===== src/hw/rtl/rc4v_pkg.sv =====
// Shared types and constants for the RC4-variant stream cipher core.
// No dependencies; imported by every RTL module of the block.
package rc4v_pkg;

  localparam logic [1:0] MODE_KEY     = 2'd0;
  localparam logic [1:0] MODE_DATA    = 2'd1;
  localparam logic [1:0] MODE_RESTART = 2'd2;

  localparam logic [1:0] STATUS_ACCEPTED = 2'd0;
  localparam logic [1:0] STATUS_READY    = 2'd1;
  localparam logic [1:0] STATUS_CRYPTED  = 2'd2;
  localparam logic [1:0] STATUS_ERROR    = 2'd3;

  localparam logic [7:0] KEY_MASK = 8'hAA;
  localparam int unsigned PERM_W = 8;

  typedef struct packed {
    logic [1:0] mode;
    logic [7:0] data_in;
    logic       last_key;
  } in_item_t;

  typedef struct packed {
    logic [7:0] data_out;
    logic [1:0] status;
  } out_item_t;

  typedef enum logic [3:0] {
    ST_IDLE,
    ST_POST,
    ST_INIT,
    ST_KS_RD,
    ST_KS_J,
    ST_KS_WI,
    ST_KS_WJ,
    ST_COPY,
    ST_D_RX,
    ST_D_RY,
    ST_D_RT,
    ST_D_RO,
    ST_D_OUT
  } state_t;

endpackage


===== src/hw/rtl/rc4v_ram.sv =====
// Simple dual-port RAM: one write port, one read port, registered read data.
// Imports rc4v_pkg; the default data width is a literal 8, not taken from the package.
module rc4v_ram import rc4v_pkg::*; #(
  parameter int unsigned ADDR_W = 8,
  parameter int unsigned DATA_W = 8
) (
  input  logic              clk,
  input  logic              we,
  input  logic [ADDR_W-1:0] waddr,
  input  logic [DATA_W-1:0] wdata,
  input  logic [ADDR_W-1:0] raddr,
  output logic [DATA_W-1:0] rdata
);
  localparam int unsigned DEPTH = 2 ** ADDR_W;

  logic [DATA_W-1:0] mem [DEPTH];

  always_ff @(posedge clk) begin
    if (we) begin
      mem[waddr] <= wdata;
    end
    rdata <= mem[raddr];
  end
endmodule

===== config.mk =====
export PLATFORM = sky130hd
export DESIGN_NAME = rc4v_ram
export DESIGN_NICKNAME = d
export VERILOG_FILES = /design/src/hw/rtl/rc4v_pkg.sv /design/src/hw/rtl/rc4v_ram.sv
export SDC_FILE = /design/constraint.sdc
export NUM_CORES = 2
export LEC_CHECK = 0
export ABC_AREA = 1
export CAP_MARGIN = 20
export CORE_MARGIN = 10
export CORE_UTILIZATION = 49
export DETAILED_ROUTE_END_ITERATION = 6
export DONT_BUFFER_PORTS = 1
export GPL_TIMING_DRIVEN = 1
export PLACE_DENSITY_LB_ADDON = 0.25
export SLEW_MARGIN = 25
export SYNTH_ARGS = -nofsm -noshare
export SYNTH_HDL_FRONTEND = slang
export SYNTH_SLANG_ARGS = --single-unit

===== constraint.sdc =====
create_clock -name clk -period 4 [get_ports clk]
set_input_delay 0.8 -clock clk [delete_from_list [all_inputs] [get_ports clk]]
set_output_delay 0.8 -clock clk [all_outputs]
set_load 0.05 [all_outputs]

==> flow_metrics.py <==
metrics = {
    "power_and_ir_drop": {
        "vdd_drop_max_mv": 0.486,
        "p_per_area_mw_per_mm2": 486,
        "leakagePower_nw": 31.7,
    },
    "floorplan": {
        "num_rows": 151,
        "initial_core_util_pct": 49.3,
        "pin_count": 34,
        "die_area_mm2": 0.187,
        "core_mm2": 0.169,
        "die_y_um": 433,
        "fp.dieW_um": 433,
    },
    "final_layout": {
        "synthToLayoutAreaGrowth_pct": 10.3,
        "drive_above_1_share_pct": 6.26,
        "nNetsFinal": 6909,
        "fillers": 14100,
        "multi_input_area_mm2": 0.0191,
        "seq_area_mm2": 0.0617,
    },
    "logic_synthesis": {
        "syn_area_mm2": 0.0834,
        "synth-seq-area-share_pct": 73.9,
        "synth_cell_type_count": 14,
        "synth_cells": 7003,
        "synth_area_per_cell_um2": 11.9,
        "synth_seq_cells": 2056,
        "synth_nets": 7029,
        "yosys_warnings": 0,
    },
    "setup_path": {
        "critPathCaptureType": "flip-flop",
        "r2r_slack_ps": 1890,
        "rr_worst_depth": 10,
        "r2r-end": "rdata[6]$_DFF_P_",
        "cp_common_cell": "nand3_1",
        "critPathKind": "input pin to flip-flop",
        "cp.buffers_inverters": 3,
        "crit-reg2reg-launch": "mem[79][6]$_DFFE_PP_",
        "critPathLaunchType": "input pin",
        "critPathTopFamily": "simple AND/OR/NAND/NOR gates",
        "cp_slowest_cell": "buf_16",
        "cp.required_ps": 4770,
        "path_max_fanout": 178,
        "crit_chain": "buf_16 -> buf_16 -> buf_16 -> nand2_1 -> nand3_1 -> nand3_1 -> nand3_1 -> nand3_1 -> nand3_1 -> nand3_1 -> nand2_1 -> nand2_1 -> nand2_1",
        "worstSetupStartpoint": "raddr[0]",
        "max_stage_delay_ps": 540,
        "worstPathArrival_ps": 4620,
    },
    "timing": {
        "slew_viol_final": 247,
        "hold_viol": 0,
        "relSlewSlack_pct": -44.4,
        "period_needed_ps": 3850,
        "tightest_slew_ps": 2170,
        "holdWs_ps": 67.9,
        "setup_ws_ps": 154,
        "rsz0062_at_grt": "no",
        "fmax_ghz": 0.260,
        "clock-skew-final_ps": 53.4,
        "min_period_over_period_pct": 96.1,
        "finalSetupViolCount": 0,
        "fin_setup_tns_ps": 0,
    },
    "hold_path": {
        "min-delay-start": "wdata[0]",
        "holdPathEnd": "mem[242][0]$_DFFE_PP_",
        "worstHoldPathCells": 0,
        "hold_class": "input pin to flip-flop",
    },
    "clock_tree": {
        "cts_buffers": 204,
        "cts_resized": 0,
        "cts_sinks": 2056,
        "cts_root_buffer": "clkbuf_16",
        "cts_tree": "built",
        "clk_latency_ps": 860,
        "cts-htree-levels": 4,
        "path_clk_slew_ps": 60,
        "clk_path_buf_depth": 3,
        "cts_setup_buffers": 0,
        "cts_hold_buf": 0,
    },
    "global_routing": {
        "grt_pass1_wl_um": 337000,
        "grt_usage_pct": 23.8,
        "grt_max_degree": 1026,
        "gr-usage-met3_pct": 4.77,
        "first_global_vias": 50900,
        "busiest_layer": "met2",
        "use_met1_pct": 33.2,
        "grt_overflow": 0,
        "globalRouteMet2Util_pct": 36.9,
        "antenna_found_initial": 11,
    },
    "detailed_routing": {
        "ant_nets": 0,
        "drc": 0,
        "wire_per_inst_um": 24.5,
        "totalWireLength_um": 227000,
        "drtIter0Drc": 7761,
        "num_vias": 54500,
        "via_per_inst": 5.88,
        "drt-pass1-iter-count": 6,
    },
    "placed_design": {
        "pre_cts_slack_ps": 411,
        "gp_congestion": 0.829,
        "dp_hpwl_um": 117000,
        "portBuffers": 0,
    },
    "outcome": {
        "violations": "max-slew violations",
        "status": "finished, violations left",
    },
    "run": {
        "cap_violations": 0,
    },
}
## flip-flops by register name (all words and copies together), names as in the netlist
register and flops:
mem 2048, rdata 8
## layer usage
layer,vias up,wire (µm)
li1,24600,-
met1,26700,91400
met2,2736,106000
met3,460,21100
met4,6,9100
met5,-,40
## layout make-up
class / instances / share of cell area, %
clock inverter: 119 / 1.28
sequential: 2056 / 67.0
timing repair buffer: 157 / 1.84
multi-input combinational: 4425 / 20.8
antenna: 1 / 0.00272
inverter: 39 / 0.196
clock buffer: 251 / 5.83
tap: 2218 / 3.02
## kinds of logic (layout without fill, tap and decap cells)
family / count (synthesis) / in the layout / share of synthesized area [%]
other cells: 0 / 1 / 0
simple gates: 4425 / 4425 / 22.9
buf+inv: 522 / 566 / 3.12
flops: 2056 / 2056 / 73.9
## how the worst max path moves through the flow
stage | slack, ps | cells past startpoint | to
floorplan | 1710 | 4 | mem[162][0]$_DFFE_PP_
global placement | 440 | 12 | rdata[3]$_DFF_P_
detailed placement | 410 | 14 | rdata[7]$_DFF_P_
CTS | 1290 | 14 | rdata[7]$_DFF_P_
global route | 110 | 13 | rdata[6]$_DFF_P_
finish | 150 | 13 | rdata[6]$_DFF_P_
## synthesized netlist by cell type
cell      count  area [µm²]
nand3_1    2019       10100
edfxtp_1   2048       61500
buf_2       268        1340
inv_2         2        7.51
buf_1        40         150
dfxtp_1       8         160
nor2_1      283        1060
nand2_1    2123        7970
buf_4        46         345
clkbuf_1    112         420
buf_8         1        15.0
inv_4         1        6.26
buf_6        16         180
inv_1        36         135
## power breakdown
| group | total [W] | switching (W) | internal (W) | leakage, nW |
|---|---|---|---|---|
| Sequential | 0.0238 | 0.0000792 | 0.0238 | 18.5 |
| Combinational | 0.00203 | 0.00142 | 0.000608 | 10.1 |
| Clock | 0.0189 | 0.00822 | 0.0106 | 3.15 |
## placed cells by master, fill, tap and decap left out
cell / n
clkbuf_1: 42
nand2_2: 3
clkbuf_8: 2
nor2_2: 1
edfxtp_1: 2048
diode_2: 1
inv_6: 4
inv_2: 1
clkinv_16: 4
clkinv_8: 2
clkinvlp_4: 10
buf_4: 119
buf_12: 32
clkbuf_16: 208
nand3_1: 2019
inv_4: 1
nor2_1: 282
buf_16: 5
dfxtp_1: 8
clkinv_1: 53
inv_8: 2
clkinv_4: 3
clkinv_2: 23
inv_1: 34
bufinv_16: 17
inv_16: 4
nand2_1: 2120
## through the flow
| stage | area, µm² | total power (W) | cells | util, % |
|---|---|---|---|---|
| 2_1_floorplan | 83400 | 0.0257 | 7003 | - |
| 3_3_place_gp | 85300 | 0.0261 | 8889 | 50.4 |
| 3_5_place_dp | 85300 | 0.0261 | 8889 | 50.4 |
| 4_1_cts | 91800 | 0.0447 | 9259 | 54.2 |
| 5_1_grt | 92000 | 0.0459 | 9265 | 54.3 |
| 6_report | 92000 | 0.0447 | 9266 | 54.3 |
## worst reg2reg max path: cells and delay by family (launching register included)
| family | cells | cell delay, ps |
|---|---|---|
| flops | 1 | 340 |
| simple gates | 10 | 1700 |
(Power assumes the default switching activity.)
